**src/hdl/utfpe_pkg.sv**
```systemverilog
// ----------------------------------------------------------------------------
// utfpe_pkg
// Shared types, constants and helpers of the UTF-8 to percent-escaped text
// unit.
// ----------------------------------------------------------------------------
`default_nettype none

package utfpe_pkg;

   localparam logic [7:0] ASCII_LIMIT = 8'h80;
   localparam logic [7:0] CHAR_CR     = 8'h0D;
   localparam logic [7:0] CHAR_LF     = 8'h0A;
   localparam logic [7:0] CHAR_PCT    = 8'h25;
   localparam logic [7:0] CHAR_ZERO   = 8'h30;
   localparam logic [7:0] CHAR_A_OFF  = 8'h37;   // 'A' - 10

   localparam int unsigned CODE_W = 21;

   // Position inside one percent escape
   typedef enum logic [1:0] {
      PH_PCT = 2'd0,
      PH_HI  = 2'd1,
      PH_LO  = 2'd2
   } phase_type;

   // One unit of output work handed from the decoder to the emitter
   typedef struct packed {
      logic             is_ascii;
      logic [7:0]       ascii_char;
      logic [1:0]       byte_cnt;     // nonzero code point bytes, 1..3
      logic [2:0][7:0]  code_bytes;   // compacted, index 0 emitted first
   } job_type;

   function automatic logic [7:0] hex_char(input logic [3:0] nib);
      if (nib < 4'd10) begin
         return CHAR_ZERO + {4'h0, nib};
      end else begin
         return CHAR_A_OFF + {4'h0, nib};
      end
   endfunction

endpackage

`default_nettype wire

```
**src/hdl/utfpe_if.sv**
```systemverilog
// ----------------------------------------------------------------------------
// utfpe_req_if / utfpe_rsp_if
// Valid/ready channels for input bytes and output characters.
// ----------------------------------------------------------------------------
`default_nettype none

interface utfpe_req_if;
   logic       valid;
   logic       ready;
   logic [7:0] text_byte;
   logic       end_of_text;

   modport source (output valid, output text_byte, output end_of_text, input ready);
   modport sink   (input valid, input text_byte, input end_of_text, output ready);
endinterface

interface utfpe_rsp_if;
   logic       valid;
   logic       ready;
   logic [7:0] out_char;
   logic       last_of_run;

   modport source (output valid, output out_char, output last_of_run, input ready);
   modport sink   (input valid, input out_char, input last_of_run, output ready);
endinterface

`default_nettype wire

```
**src/hdl/utf8_to_percent_escaped_text_unit.sv**
```systemverilog
// ----------------------------------------------------------------------------
// utf8_to_percent_escaped_text_unit
// UTF-8 byte stream in, 8-bit text with percent escapes out.
//
// req_ch takes one UTF-8 byte per word with an end_of_text flag; rsp_ch
// gives one output character per word, last_of_run marking the final
// character caused by an input byte. ASCII passes through (CR dropped,
// LF turned into CR); a finished multibyte sequence becomes '%' plus two
// hex digits per nonzero code point byte, up to nine characters.
// After a byte is accepted, its first character goes through the job
// register, then the result register.
// Throughput: one character per cycle while rsp_ch is ready, set by the
// single result register; a byte that yields no character gives none, an
// ASCII byte one, a finishing multibyte byte three per nonzero code point byte.
// A new byte is taken while the previous job drains its last character.
// Reset clears the sequence state, the job valid and the result valid.
// When rsp_ch stalls, the result holds, the job register fills and req_ch
// ready drops until the job can move on.
// ----------------------------------------------------------------------------
`default_nettype none

module utf8_to_percent_escaped_text_unit (
   input  wire logic   clock,
   input  wire logic   reset,
   utfpe_req_if.sink   req_ch,
   utfpe_rsp_if.source rsp_ch
);
   import utfpe_pkg::*;

   job_type job;
   logic    job_valid;
   logic    job_take;

   utfpe_decode u_decode (
      .clock     (clock),
      .reset     (reset),
      .req_ch    (req_ch),
      .job       (job),
      .job_valid (job_valid),
      .job_take  (job_take)
   );

   utfpe_emit u_emit (
      .clock     (clock),
      .reset     (reset),
      .job       (job),
      .job_valid (job_valid),
      .job_take  (job_take),
      .rsp_ch    (rsp_ch)
   );

endmodule

`default_nettype wire

```
**src/hdl/utfpe_decode.sv**
```systemverilog
// ----------------------------------------------------------------------------
// utfpe_decode
// Tracks the UTF-8 sequence state and turns each accepted byte into an
// output job held in a one-entry job register.
// ----------------------------------------------------------------------------
`default_nettype none

module utfpe_decode (
   input  wire logic              clock,
   input  wire logic              reset,
   utfpe_req_if.sink              req_ch,
   output utfpe_pkg::job_type     job,
   output logic                   job_valid,
   input  wire logic              job_take
);
   import utfpe_pkg::*;

   logic [1:0]        remain_ff, remain_in;
   logic [CODE_W-1:0] acc_ff, acc_in;
   logic              discard_ff, discard_in;
   logic              job_valid_ff, job_valid_in;
   job_type           job_ff, job_in;

   logic              accept;
   logic [7:0]        b;
   logic [CODE_W-1:0] acc_next;
   logic [2:0][7:0]   raw_bytes;
   logic [2:0][7:0]   packed_bytes;
   logic [1:0]        nz_cnt;
   logic              new_job;
   job_type           new_job_data;

   assign req_ch.ready = !job_valid_ff || job_take;
   assign accept       = req_ch.valid && req_ch.ready;
   assign b            = req_ch.text_byte;
   assign acc_next     = {acc_ff[CODE_W-7:0], b[5:0]};

   // Gather nonzero bytes of the finished code point, high byte first
   assign raw_bytes[2] = {3'b000, acc_next[20:16]};
   assign raw_bytes[1] = acc_next[15:8];
   assign raw_bytes[0] = acc_next[7:0];

   always_comb begin
      packed_bytes = '0;
      nz_cnt       = 2'd0;
      for (int i = 2; i >= 0; i--) begin
         if (raw_bytes[i] != 8'h00) begin
            packed_bytes[nz_cnt] = raw_bytes[i];
            nz_cnt               = nz_cnt + 2'd1;
         end
      end
   end

   always_comb begin
      remain_in    = remain_ff;
      acc_in       = acc_ff;
      discard_in   = discard_ff;
      new_job      = 1'b0;
      new_job_data = '0;

      if (accept) begin
         if (discard_ff) begin
            // drop everything up to end of text
         end else if (remain_ff != 2'd0) begin
            acc_in    = acc_next;
            remain_in = remain_ff - 2'd1;
            if (remain_ff == 2'd1) begin
               acc_in                  = '0;
               new_job                 = (nz_cnt != 2'd0);
               new_job_data.byte_cnt   = nz_cnt;
               new_job_data.code_bytes = packed_bytes;
            end
         end else if (b < ASCII_LIMIT) begin
            if (b != CHAR_CR) begin
               new_job                 = 1'b1;
               new_job_data.is_ascii   = 1'b1;
               new_job_data.ascii_char = (b == CHAR_LF) ? CHAR_CR : b;
            end
         end else if (!b[5]) begin
            acc_in    = {16'h0000, b[4:0]};
            remain_in = 2'd1;
         end else if (!b[4]) begin
            acc_in    = {17'h00000, b[3:0]};
            remain_in = 2'd2;
         end else if (!b[3]) begin
            acc_in    = {18'h00000, b[2:0]};
            remain_in = 2'd3;
         end else begin
            discard_in = 1'b1;
         end

         if (req_ch.end_of_text) begin
            remain_in  = 2'd0;
            acc_in     = '0;
            discard_in = 1'b0;
         end
      end
   end

   always_comb begin
      job_valid_in = job_valid_ff && !job_take;
      job_in       = job_ff;
      if (new_job) begin
         job_valid_in = 1'b1;
         job_in       = new_job_data;
      end
   end

   always_ff @(posedge clock) begin
      if (reset) begin
         remain_ff    <= 2'd0;
         acc_ff       <= '0;
         discard_ff   <= 1'b0;
         job_valid_ff <= 1'b0;
      end else begin
         remain_ff    <= remain_in;
         acc_ff       <= acc_in;
         discard_ff   <= discard_in;
         job_valid_ff <= job_valid_in;
      end
   end

   always_ff @(posedge clock) begin
      job_ff <= job_in;
   end

   assign job       = job_ff;
   assign job_valid = job_valid_ff;

endmodule

`default_nettype wire

```
**src/hdl/utfpe_emit.sv**
```systemverilog
// ----------------------------------------------------------------------------
// utfpe_emit
// Walks one job character by character into the result register.
// ----------------------------------------------------------------------------
`default_nettype none

module utfpe_emit (
   input  wire logic              clock,
   input  wire logic              reset,
   input  wire utfpe_pkg::job_type job,
   input  wire logic              job_valid,
   output logic                   job_take,
   utfpe_rsp_if.source            rsp_ch
);
   import utfpe_pkg::*;

   logic [1:0] idx_ff, idx_in;
   phase_type  phase_ff, phase_in;
   logic       rsp_valid_ff, rsp_valid_in;
   logic [7:0] char_ff, char_in;
   logic       last_ff, last_in;

   logic       load;
   logic [7:0] cur_byte;
   logic       job_last;

   assign load     = job_valid && (!rsp_valid_ff || rsp_ch.ready);
   assign cur_byte = job.code_bytes[idx_ff];
   assign job_last = job.is_ascii ||
                     ((phase_ff == PH_LO) && (idx_ff == job.byte_cnt - 2'd1));
   assign job_take = load && job_last;

   always_comb begin
      case (phase_ff)
         PH_PCT:  char_in = CHAR_PCT;
         PH_HI:   char_in = hex_char(cur_byte[7:4]);
         PH_LO:   char_in = hex_char(cur_byte[3:0]);
         default: char_in = CHAR_PCT;
      endcase
      if (job.is_ascii) begin
         char_in = job.ascii_char;
      end
      last_in = job_last;
   end

   always_comb begin
      idx_in   = idx_ff;
      phase_in = phase_ff;
      if (load) begin
         if (job_last) begin
            idx_in   = 2'd0;
            phase_in = PH_PCT;
         end else begin
            case (phase_ff)
               PH_PCT:  phase_in = PH_HI;
               PH_HI:   phase_in = PH_LO;
               PH_LO: begin
                  phase_in = PH_PCT;
                  idx_in   = idx_ff + 2'd1;
               end
               default: phase_in = PH_PCT;
            endcase
         end
      end
   end

   always_comb begin
      rsp_valid_in = rsp_valid_ff && !rsp_ch.ready;
      if (load) begin
         rsp_valid_in = 1'b1;
      end
   end

   always_ff @(posedge clock) begin
      if (reset) begin
         idx_ff       <= 2'd0;
         phase_ff     <= PH_PCT;
         rsp_valid_ff <= 1'b0;
      end else begin
         idx_ff       <= idx_in;
         phase_ff     <= phase_in;
         rsp_valid_ff <= rsp_valid_in;
      end
   end

   always_ff @(posedge clock) begin
      if (load) begin
         char_ff <= char_in;
         last_ff <= last_in;
      end
   end

   assign rsp_ch.valid       = rsp_valid_ff;
   assign rsp_ch.out_char    = char_ff;
   assign rsp_ch.last_of_run = last_ff;

endmodule

`default_nettype wire
```
**src/flat_wrapper.sv**
```systemverilog
// flat-port wrapper written by rule: the top's interface ports become plain ports
module utf8_to_percent_escaped_text_unit_flat import utfpe_pkg::*;
  (clock, reset, req_ch_valid, req_ch_text_byte, req_ch_end_of_text, req_ch_ready, rsp_ch_valid, rsp_ch_out_char, rsp_ch_last_of_run, rsp_ch_ready);
  utfpe_req_if req_ch_i ();
  utfpe_rsp_if rsp_ch_i ();
  input  wire logic clock;
  input  wire logic reset;
  input wire logic [$bits(req_ch_i.valid)-1:0] req_ch_valid;
  input wire logic [$bits(req_ch_i.text_byte)-1:0] req_ch_text_byte;
  input wire logic [$bits(req_ch_i.end_of_text)-1:0] req_ch_end_of_text;
  output wire logic [$bits(req_ch_i.ready)-1:0] req_ch_ready;
  output wire logic [$bits(rsp_ch_i.valid)-1:0] rsp_ch_valid;
  output wire logic [$bits(rsp_ch_i.out_char)-1:0] rsp_ch_out_char;
  output wire logic [$bits(rsp_ch_i.last_of_run)-1:0] rsp_ch_last_of_run;
  input wire logic [$bits(rsp_ch_i.ready)-1:0] rsp_ch_ready;
  assign req_ch_i.valid = req_ch_valid;
  assign req_ch_i.text_byte = req_ch_text_byte;
  assign req_ch_i.end_of_text = req_ch_end_of_text;
  assign req_ch_ready = req_ch_i.ready;
  assign rsp_ch_valid = rsp_ch_i.valid;
  assign rsp_ch_out_char = rsp_ch_i.out_char;
  assign rsp_ch_last_of_run = rsp_ch_i.last_of_run;
  assign rsp_ch_i.ready = rsp_ch_ready;
  utf8_to_percent_escaped_text_unit u_core (.clock(clock), .reset(reset), .req_ch(req_ch_i), .rsp_ch(rsp_ch_i));
endmodule
```
**config.mk**
```make
export PLATFORM = sky130hd
export DESIGN_NAME = utf8_to_percent_escaped_text_unit_flat
export DESIGN_NICKNAME = d
export VERILOG_FILES = /design/src/hdl/utfpe_pkg.sv /design/src/hdl/utfpe_if.sv /design/src/hdl/utf8_to_percent_escaped_text_unit.sv /design/src/hdl/utfpe_decode.sv /design/src/hdl/utfpe_emit.sv /design/src/flat_wrapper.sv
export SDC_FILE = /design/constraint.sdc
export NUM_CORES = 1
export LEC_CHECK = 0
export BUFFER_PORTS_ARGS = -buffer_cell sky130_fd_sc_hd__buf_2
export CORE_MARGIN = 2
export CORE_UTILIZATION = 45
export CTS_BUF_LIST = sky130_fd_sc_hd__clkbuf_4 sky130_fd_sc_hd__clkbuf_8
export DETAILED_ROUTE_END_ITERATION = 10
export GPL_ROUTABILITY_DRIVEN = 0
export MAX_ROUTING_LAYER = met4
export PLACE_DENSITY_LB_ADDON = 0.12
export SYNTH_ARGS = -nofsm -noshare
export SYNTH_HDL_FRONTEND = slang
export SYNTH_SLANG_ARGS = --single-unit
```
**constraint.sdc**
```tcl
create_clock -name clock -period 5.8 [get_ports clock]
set_input_delay 0.58 -clock clock [delete_from_list [all_inputs] [get_ports clock]]
set_output_delay 0.58 -clock clock [all_outputs]
set_load 0.1 [all_outputs]
```
==> results of run 1 <==
-- flip-flops by register name, summed over array words and instances (netlist names) --
name / cells
u_core.u_decode.remain_ff: 2
u_core.u_decode.job_valid: 1
u_core.u_emit.rsp_ch.valid: 1
u_core.u_decode.discard_ff: 1
u_core.u_emit.idx_ff: 2
u_core.u_decode.acc_ff: 15
u_core.u_emit.rsp_ch.out_char: 8
u_core.u_emit.phase_ff: 2
u_core.u_emit.rsp_ch.last_of_run: 1
u_core.u_decode.job: 35
-- worst max-delay path, delay by kind of cell (launching register included) --
family / cells / cell delay (ps)
AND/OR/NAND/NOR: 5 / 1050
AO/OA/AOI/OAI: 1 / 870
adder cells (fa/ha/maj): 1 / 590
flip-flops: 1 / 320
-- power groups by stage --
| stage | sequential, mW | combinational [mW] | clock (mW) |
|---|---|---|---|
| floorplan | 0.589 | 0.0971 | 0 |
| global placement | 0.568 | 0.151 | 0 |
| detailed placement | 0.569 | 0.152 | 0 |
| CTS | 0.558 | 0.153 | 0.440 |
| global route | 0.560 | 0.167 | 0.459 |
| finish | 0.558 | 0.153 | 0.429 |
-- cells by family after synthesis --
kind of cell | after synthesis | synth area share
compound gates | 81 | 0.152
flops | 68 | 0.488
simple gates | 143 | 0.209
fa+ha+maj | 9 | 0.0305
mux | 26 | 0.0708
xor+xnor | 1 | 0.00237
other cells | 1 | 0.00102
buf+inv | 39 | 0.0464
-- metrics by stage --
step / setup WS, ps / utilization
after detailed placement: 2660 / 0.476
after floorplan: 2040 / -
final: 2570 / 0.502
after global routing: 2230 / 0.502
after CTS: 2580 / 0.502
after global placement: 2710 / 0.476
-- cell usage in the layout, fill, tap and decap left out, types with 2 or more instances in the layout --
master | Yosys | routed
edfxtp_1 | 44 | 44
nand2_1 | 39 | 39
mux2i_1 | 25 | 25
a21oi_1 | 26 | 25
dfxtp_1 | 24 | 24
nand2b_1 | 23 | 23
buf_2 | 4 | 23
nor2_1 | 21 | 21
inv_1 | 14 | 14
and2_1 | 14 | 14
nand3_1 | 14 | 14
a211oi_1 | 9 | 9
ha_1 | 9 | 9
clkbuf_8 | 0 | 9
o21ai_0 | 7 | 7
o2bb2ai_1 | 6 | 6
a2bb2oi_1 | 6 | 6
a32oi_1 | 5 | 5
nor4_1 | 4 | 4
a21o_1 | 4 | 4
nor3_1 | 4 | 4
nor2b_1 | 3 | 3
o211ai_1 | 3 | 3
nand3b_1 | 3 | 3
clkinv_2 | 0 | 3
nand4_1 | 2 | 2
a21boi_0 | 2 | 2
and4b_1 | 2 | 2
nand4b_1 | 2 | 2
o21a_1 | 2 | 2
or4_1 | 2 | 2
bufinv_16 | 0 | 2
-- routing by layer --
layer | up-vias | share of wire
met5 | - | 0
met4 | 0 | 0.036
met3 | 25 | 0.035
met2 | 61 | 0.47
met1 | 1339 | 0.46
li1 | 1360 | -
-- final cells by class --
class,count,area (sq um),area share
timing repair buffer,24,123,0.0302
clock buffer,9,124,0.0305
clock inverter,7,91.3,0.0225
tap,105,131,0.0323
multi-input combinational,261,1740,0.428
sequential,68,1800,0.443
inverter,15,56.3,0.0138
-- worst min path at each step --
stage	depth (start not counted)	start	slack, ps	end
2_1_floorplan	2	u_core.u_decode.acc_ff[14]	460	u_core.u_decode.acc_ff[14]
3_3_place_gp	2	u_core.u_decode.acc_ff[10]	480	u_core.u_decode.acc_ff[10]
3_5_place_dp	2	u_core.u_decode.acc_ff[11]	490	u_core.u_decode.acc_ff[11]
4_1_cts	2	req_ch_end_of_text	490	u_core.u_decode.discard_ff
5_1_grt	2	req_ch_end_of_text	510	u_core.u_decode.discard_ff
6_report	2	u_core.u_decode.acc_ff[11]	500	u_core.u_decode.acc_ff[11]
==> reports/qor.txt, run 1 <==
run status -> complete, no violations
Reg2Reg Setup Slack -> 2570 ps
Syn Inst Count -> 368
worst-path cell chain -> nor4_1, nand2b_1, ha_1, nor2_1, nand3_1, nand3b_1, a21oi_4
CP max stage cell -> a21oi_4
Clock Tree Buf Depth -> 2
Routed Antenna Nets -> 0
crit path DAT -> 3200 ps
Pre-Repair DR Iteration Count -> 4
grt peak-use layer -> met2
syn avg cell area -> 10.0 sq um
RSZ-0062 raised after global routing -> false
worst skew pair latency -> 350 ps
worst setup path endpoint -> u_core.u_decode.job[23]
initial antenna violation count -> 0
Post-CTS Setup Inserts -> 0
Seq/Total Area, Yosys -> 0.488
Routed WL -> 8.16 mm
met3 Use GR -> 0.0359
All-Layer GR Usage -> 0.203
fraction of layout cells with a size suffix above 1 -> 0.125
sequential share of power -> 0.489
CP max FO -> 35
DRT iter0 DRCs -> 174
antenna fix cells -> 0
top cell type's share of synthesized area -> 0.358
Design Area, Final -> 0.00407 sq mm
CTS Buf Count -> 9
Final setup viols -> 0
fin crit share -> 0.557
top post-synthesis cells by count -> edfxtp_1 (44), nand2_1 (39), a21oi_1 (26)
final critical-path required period -> 3230 ps
Starting Density -> 0.456
worst min path class -> register to register
Worst-path clk slew -> 70 ps
Worst Path Class, Setup -> register to register
main area contributors after synthesis -> edfxtp_1 (36%), dfxtp_1 (13%), mux2i_1 (6.8%), nand2_1 (4.0%), nand2b_1 (3.9%)
Slew HR -> 0.290
max_cap viols -> 0
worst hold margin -> 499 ps
Vias -> 2,785
FF-to-FF path depth -> 7
Final Max Tran Viols -> 0
RR Startpoint -> u_core.u_decode.acc_ff[10]
num ports -> 24
Pwr Density -> 280 mW/mm^2
Synth cell types -> 58
# H-tree levels -> 3
Pwr Total -> 1.14 mW
transition time of the tightest slew-check pin -> 1060 ps
ys flop type -> edfxtp_1
CP startpoint kind -> register
r2r endpoint -> u_core.u_decode.job[23]
input/output buffers -> 23
vias per cell -> 5.70
f_max -> 310 MHz
first-pass GRT wire length -> 13.3 mm
Post-synth EDFFs -> 44
logic gate share of total power -> 0.134
Die Y -> 94.6 um
Crit. Startpoint -> u_core.u_decode.acc_ff[10]
Post-Layout Cell Count -> 489
hold_buf cts -> 0
die area -> 0.00895 sq mm
vias in the first global route -> 2,648
FFs w/ async S/R, synth -> 0
Post-Syn Nets -> 390
CTS tree -> done
nets -> 401
Crit path required time -> 5770 ps
P_sw -> 0.311 mW
routing usage on met1 -> 0.254
row cnt -> 33
fill count -> 778
Warnings, synthesis -> 0
placed wire-length estimate -> 5.74 mm
CP max stage delay -> 870 ps
largest net degree at the start of global routing -> 36
Clock Power Share -> 0.376
CTS-repair resized insts -> 0
aggregate global routing overflow -> 0
Peak VDD IR -> 0.121 mV
clock sink count -> 68
wire length per cell -> 16.7 um
Final Hold Fails -> 0
setup TNS -> 0 ps
Die W -> 94.6 um
Seq cells post-synth -> 68
placed insts -> 473
dpl cell area -> 0.00385 sq mm
Pleak -> 1.45 nW
DRC -> 0
Root Driver -> clkbuf_8
area grow syn2layout -> 10.1%
Global Route met2 Usage -> 0.317
leading area contributor after synthesis -> edfxtp_1
Post-Route Skew -> 9.49 ps
mapped cell area -> 0.00369 sq mm
most frequent cell after synthesis -> edfxtp_1
crit end category -> register
sw frac -> 0.273
core region area -> 0.00809 sq mm
internal power -> 0.829 mW
(Power assumes the default switching activity.)
==> run 2, diff against run 1 <==
- clock period: 5.8 -> 3 ns (I/O delays scaled with it)
==> reports/qor.txt, run 2 (synthesis gave the netlist of run 1 again) <==
run status -> complete, no violations
Clock Tree Buf Depth -> 2 (unchanged)
multi-input logic area -> 0.00176 sq mm (+0.93%)
Crit. Startpoint -> u_core.u_emit.phase_ff[0]
core region area -> 0.00809 sq mm (unchanged)
fin crit share -> 0.930
CP max stage delay -> 420 ps (-450 ps)
f_max -> 359 MHz
Pwr Total -> 2.04 mW (+79%)
FF-to-FF path depth -> 8 (+1)
crit path DAT -> 2490 ps (-710 ps)
Root Driver -> clkbuf_8
transition time of the tightest slew-check pin -> 1040 ps (-19.8 ps)
die area -> 0.00895 sq mm (unchanged)
Post-Route Skew -> 8.04 ps (-1.46 ps)
Final Hold Fails -> 0 (unchanged)
Final Max Tran Viols -> 0 (unchanged)
worst-path cell chain -> inv_1, ha_1, nand3b_1, mux2i_2, or2_1, a21o_1, buf_2
area of all sequential standard cells -> 0.00180 sq mm (unchanged)
initial antenna violation count -> 0 (unchanged)
DRC -> 0 (unchanged)
crit end category -> output port
Vias -> 2,730 (-2.0%)
Pwr Density -> 497 mW/mm^2 (+77%)
antenna fix cells -> 0 (unchanged)
aggregate global routing overflow -> 0 (unchanged)
Design Area, Final -> 0.00410 sq mm (+0.74%)
fraction of layout cells with a size suffix above 1 -> 0.146 (+0.0208)
CP max stage cell -> buf_2
Pre-Repair DR Iteration Count -> 4 (unchanged)
input/output buffers -> 23 (unchanged)
max reg flops -> 35 (unchanged)
largest net degree at the start of global routing -> 36 (unchanged)
clock sink count -> 68 (unchanged)
dpl ws -> 248 ps (-2410 ps)
CTS tree -> done
All-Layer GR Usage -> 0.202 (-0.00140)
DRT iter0 DRCs -> 162 (-6.9%)
placed wire-length estimate -> 5.95 mm (+3.6%)
Final WS setup -> 211 ps (-2360 ps)
RR Startpoint -> u_core.u_emit.idx_ff[0]
RSZ-0062 raised after global routing -> false
nets -> 408 (+1.7%)
number of cells on the critical path -> 7 (unchanged)
fill count -> 788 (+1.3%)
Crit path required time -> 2700 ps (-3070 ps)
final critical-path required period -> 2790 ps
Die Y -> 94.6 um (unchanged)
hold_buf cts -> 0 (unchanged)
first-pass GRT wire length -> 13.2 mm (-0.15%)
Peak VDD IR -> 0.266 mV (+120%)
CP startpoint kind -> register
Worst Path Class, Setup -> register to output port
Crit path max-delay family -> buffers and inverters
Worst-path clk slew -> 70 ps (about the same)
Pleak -> 1.47 nW (+1.5%)
Die W -> 94.6 um (unchanged)
setup TNS -> 0 ps (unchanged)
area grow syn2layout -> 10.9%
row cnt -> 33 (unchanged)
worst setup path endpoint -> req_ch_ready
Final setup viols -> 0 (unchanged)
num ports -> 24 (unchanged)
worst skew pair latency -> 340 ps (about the same)
Slew HR -> 0.305 (+0.0147)
Routed Antenna Nets -> 0 (unchanged)
Reg2Reg Setup Slack -> 460 ps (-2110 ps)
# H-tree levels -> 3 (unchanged)
commonest non-fill, non-tap cell in the layout -> edfxtp_1
dpl cell area -> 0.00392 sq mm (+1.7%)
CTS Buf Count -> 9 (unchanged)
r2r endpoint -> u_core.u_emit.rsp_ch.out_char[4]
Routed WL -> 8.22 mm (+0.66%)
max_cap viols -> 0 (unchanged)
vias per cell -> 5.50 (-3.4%)
vias in the first global route -> 2,528 (-4.5%)
worst min path class -> input port to register
Bufs and invs on worst path -> 2 (+2)
most frequent cells in the layout -> edfxtp_1 (44), nand2_1 (39), a21oi_1 (25)
wire length per cell -> 16.6 um (-0.76%)
CP max FO -> 10 (-71%)
Starting Density -> 0.456 (unchanged)
run 2: worst register-to-register path, cell delays in order, from the launching register on:
cell	delay, ps
dfxtp_1	430
buf_4	230
nor2b_2	370
o2bb2ai_1	260
inv_1	120
ha_1	240
o21ai_0	250
a21oi_1	110
a211o_1	290
run 2: worst min-delay path by stage:
| stage | endpoint | cells past startpoint | slack, ps | startpoint |
|---|---|---|---|---|
| 2_1_floorplan | u_core.u_decode.acc_ff[1] | 2 | 440 | req_ch_text_byte[1] |
| 3_3_place_gp | u_core.u_decode.acc_ff[11] | 2 | 490 | u_core.u_decode.acc_ff[11] |
| 3_5_place_dp | u_core.u_decode.acc_ff[12] | 2 | 490 | u_core.u_decode.acc_ff[12] |
| 4_1_cts | u_core.u_decode.discard_ff | 2 | 220 | req_ch_end_of_text |
| 5_1_grt | u_core.u_decode.discard_ff | 2 | 230 | req_ch_end_of_text |
| 6_report | u_core.u_decode.discard_ff | 2 | 230 | req_ch_end_of_text |
run 2: per-stage QoR:
stage / hold slack, ps / cells / util
6_report: 233 / 496 / 0.506
5_1_grt: 234 / 496 / 0.506
4_1_cts: 218 / 496 / 0.504
3_5_place_dp: 493 / 480 / 0.484
3_3_place_gp: 485 / 480 / 0.484
2_1_floorplan: 439 / 368 / -
run 2: power by group:
group          switching, mW  internal [mW]  leakage, nW
clock network          0.347          0.302       0.0890
registers             0.0253           1.05        0.598
logic                  0.216         0.0965        0.781
run 2: cell type report:
type                    instances  area share
multi-input cells             261       0.429
well taps                     105      0.0321
flip-flops and latches         68       0.440
clock inverters                 6     0.00794
inverters                      15      0.0137
repair buffers                 31      0.0458
clock buffers                  10      0.0321
run 2: repair_timing:
item,4_1_cts,5_1_grt
resized for setup,0,3
setup endpoints to repair,0,8
setup buffers,0,0
run 2: routing by layer:
layer / up-vias / track usage / routed length (um)
li1: 1374 / - / -
met5: - / - / 0
met4: 0 / 0.0749 / 127
met2: 58 / 0.307 / 3840
met1: 1287 / 0.272 / 3970
met3: 11 / 0.0343 / 285
==> run 3, diff against run 2 <==
- ABC_AREA: not set -> 1
==> reports/qor.txt, run 3 <==
die area -> 0.00905 sq mm (+1.1%)
max reg flops -> 35 (unchanged)
Synth cell types -> 36 (-38%)
CTS-repair resized insts -> 0 (unchanged)
worst-path cell chain -> nor4_1, nand4_1, ha_1, inv_1, nand2_1, nand2_1, nand2_1, nand2_1, nand2_1, nand3_1, inv_1, buf_12
Post-synth EDFFs -> 44 (unchanged)
Routed Antenna Nets -> 0 (unchanged)
Clock Power Share -> 0.275 (-0.043)
hold_buf cts -> 0 (unchanged)
P_sw -> 0.848 mW (+44%)
Peak VDD IR -> 0.297 mV (+12%)
commonest non-fill, non-tap cell in the layout -> nand2_1
RSZ-0062 raised after global routing -> false
Slew HR -> 0.575 (+0.270)
nets -> 509 (+25%)
crit path DAT -> 2530 ps (+40 ps)
wire length per cell -> 14.4 um (-13%)
CP max FO -> 35 (+25)
Post-CTS Setup Inserts -> 0 (unchanged)
placed wire-length estimate -> 6.48 mm (+8.9%)
first-pass GRT wire length -> 14.1 mm (+6.3%)
largest net degree at the start of global routing -> 36 (unchanged)
Post-Syn Nets -> 484 (+24%)
worst min path class -> input port to register
main area contributors after synthesis -> edfxtp_1 (35%), dfxtp_1 (13%), nand2_1 (11%), inv_1 (5.8%), nor2_1 (5.8%)
transition time of the tightest slew-check pin -> 631 ps (-411 ps)
fraction of layout cells with a size suffix above 1 -> 0.134 (-0.0116)
top post-synthesis cells by count -> nand2_1 (105), inv_1 (58), nor2_1 (58)
leading area contributor after synthesis -> edfxtp_1
dpl cell area -> 0.00394 sq mm (+0.61%)
Pleak -> 1.68 nW (+15%)
DRT iter0 DRCs -> 187 (+15%)
fin crit share -> 0.830 (-0.0997)
Seq/Total Area, Yosys -> 0.482 (-0.00555)
top cell type's share of synthesized area -> 0.354 (-0.00407)
dpl ws -> 516 ps (+268 ps)
Clock Tree Buf Depth -> 2 (unchanged)
Pwr Density -> 582 mW/mm^2 (+17%)
sw frac -> 0.355 (+0.0660)
Die Y -> 95.1 um (+0.55%)
CTS tree -> done
CP startpoint kind -> register
Syn Inst Count -> 462 (+26%)
f_max -> 402 MHz (+12%)
Die W -> 95.1 um (+0.55%)
num ports -> 24 (unchanged)
Worst-path clk slew -> 80 ps (about the same)
# H-tree levels -> 3 (unchanged)
crit end category -> register
internal power -> 1.54 mW (+6.5%)
worst skew pair latency -> 350 ps (about the same)
Starting Density -> 0.459 (+0.00291)
clock sink count -> 68 (unchanged)
Post-Route Skew -> 12.4 ps (+4.38 ps)
sequential share of power -> 0.472 (-0.056)
Bufs and invs on worst path -> 3 (+1)
All-Layer GR Usage -> 0.213 (+0.0111)
Worst Path Class, Setup -> register to register
Final WS setup -> 511 ps (+299 ps)
logic gate share of total power -> 0.254 (+0.100)
core region area -> 0.00813 sq mm (+0.51%)
input/output buffers -> 23 (unchanged)
syn avg cell area -> 8.09 sq um (-19%)
run status -> complete, no violations
initial antenna violation count -> 0 (unchanged)
CTS Buf Count -> 9 (unchanged)
Final Hold Fails -> 0 (unchanged)
ys flop type -> edfxtp_1
area grow syn2layout -> 9.91%
Crit path max-delay family -> simple AND/OR/NAND/NOR gates
FFs w/ async S/R, synth -> 0 (unchanged)
CP max stage cell -> ha_1
Crit path top cell by count -> nand2_1
multi-input logic area -> 0.00161 sq mm (-8.1%)
Warnings, synthesis -> 0 (unchanged)
Final Max Tran Viols -> 0 (unchanged)
Crit path required time -> 3040 ps (+340 ps)
row cnt -> 33 (unchanged)
most frequent cell after synthesis -> nand2_1
area of all sequential standard cells -> 0.00180 sq mm (unchanged)
Seq cells post-synth -> 68 (unchanged)
Routed WL -> 8.58 mm (+4.4%)
antenna fix cells -> 0 (unchanged)
Root Driver -> clkbuf_8
Design Area, Final -> 0.00411 sq mm (+0.24%)
vias in the first global route -> 2,931 (+16%)
most frequent cells in the layout -> nand2_1 (105), inv_1 (58), nor2_1 (58)
final critical-path required period -> 2490 ps (-299 ps)
mapped cell area -> 0.00374 sq mm (+1.2%)
Pre-Repair DR Iteration Count -> 5 (+1)
vias per cell -> 5.13 (-6.8%)
max_cap viols -> 0 (unchanged)
CP max stage delay -> 510 ps (+90 ps)
aggregate global routing overflow -> 0 (unchanged)
DRC -> 0 (unchanged)
Pwr Total -> 2.39 mW (+17%)
fill count -> 784 (-0.51%)
setup TNS -> 0 ps (unchanged)
Final setup viols -> 0 (unchanged)
Vias -> 3,063 (+12%)
-- run 3: logic make-up (layout without fill, tap and decap cells) --
kind of cell / count (synthesis) / in the layout / synth area share
AND/OR/NAND/NOR: 238 / 238 / 0.294
buffers and inverters: 78 / 108 / 0.0861
AO/OA/AOI/OAI: 68 / 68 / 0.107
flip-flops: 68 / 68 / 0.482
adder cells (fa/ha/maj): 9 / 9 / 0.0301
other: 1 / 1 / 0.00100
-- run 3: area by class of cell --
cell class,instances,share of cell area
Sequential cell,68,0.439
Timing Repair Buffer,25,0.0347
Clock inverter,7,0.0104
Multi-Input combinational cell,316,0.393
Tap cell,105,0.0320
Clock buffer,9,0.0302
Inverter,67,0.0612
-- run 3: final timing paths --
| path | cells after the start | startpoint | end | slack [ps] |
|---|---|---|---|---|
| setup / recovery | 12 | u_core.u_decode.acc_ff[3] | u_core.u_decode.job[11] | 510 |
| hold / removal | 4 | rsp_ch_ready | u_core.u_emit.rsp_ch.valid | 230 |
| setup reg to reg | 12 | u_core.u_decode.acc_ff[3] | u_core.u_decode.job[11] | 510 |
| hold reg to reg | 2 | u_core.u_emit.rsp_ch.valid | u_core.u_emit.rsp_ch.valid | 490 |
-- run 3: power groups by stage --
stage	clock network, mW	logic [mW]	registers (mW)
floorplan	0	0.401	1.22
global placement	0	0.603	1.15
detailed placement	0	0.605	1.15
CTS	0.672	0.606	1.13
global route	0.715	0.678	1.14
finish	0.657	0.606	1.13
-- run 3: routing by layer --
layer  GRT usage  up-vias  part of all wire
met5           -        -                 0
met4      0.0978        0             0.029
met3      0.0435       19             0.033
met2       0.321       65              0.45
met1       0.276     1394              0.49
li1            -     1585                 -
-- run 3: stage by stage --
stage	hold slack, ps	std cells	util
2_1_floorplan	455	462	-
3_3_place_gp	475	581	0.484
3_5_place_dp	482	581	0.484
4_1_cts	218	597	0.505
5_1_grt	227	597	0.505
6_report	233	597	0.505
-- run 3: tightest hold or removal path, cell delays in order --
cell     delay [ps]
buf_2            80
inv_1            30
nand2_1          60
a21oi_1          60
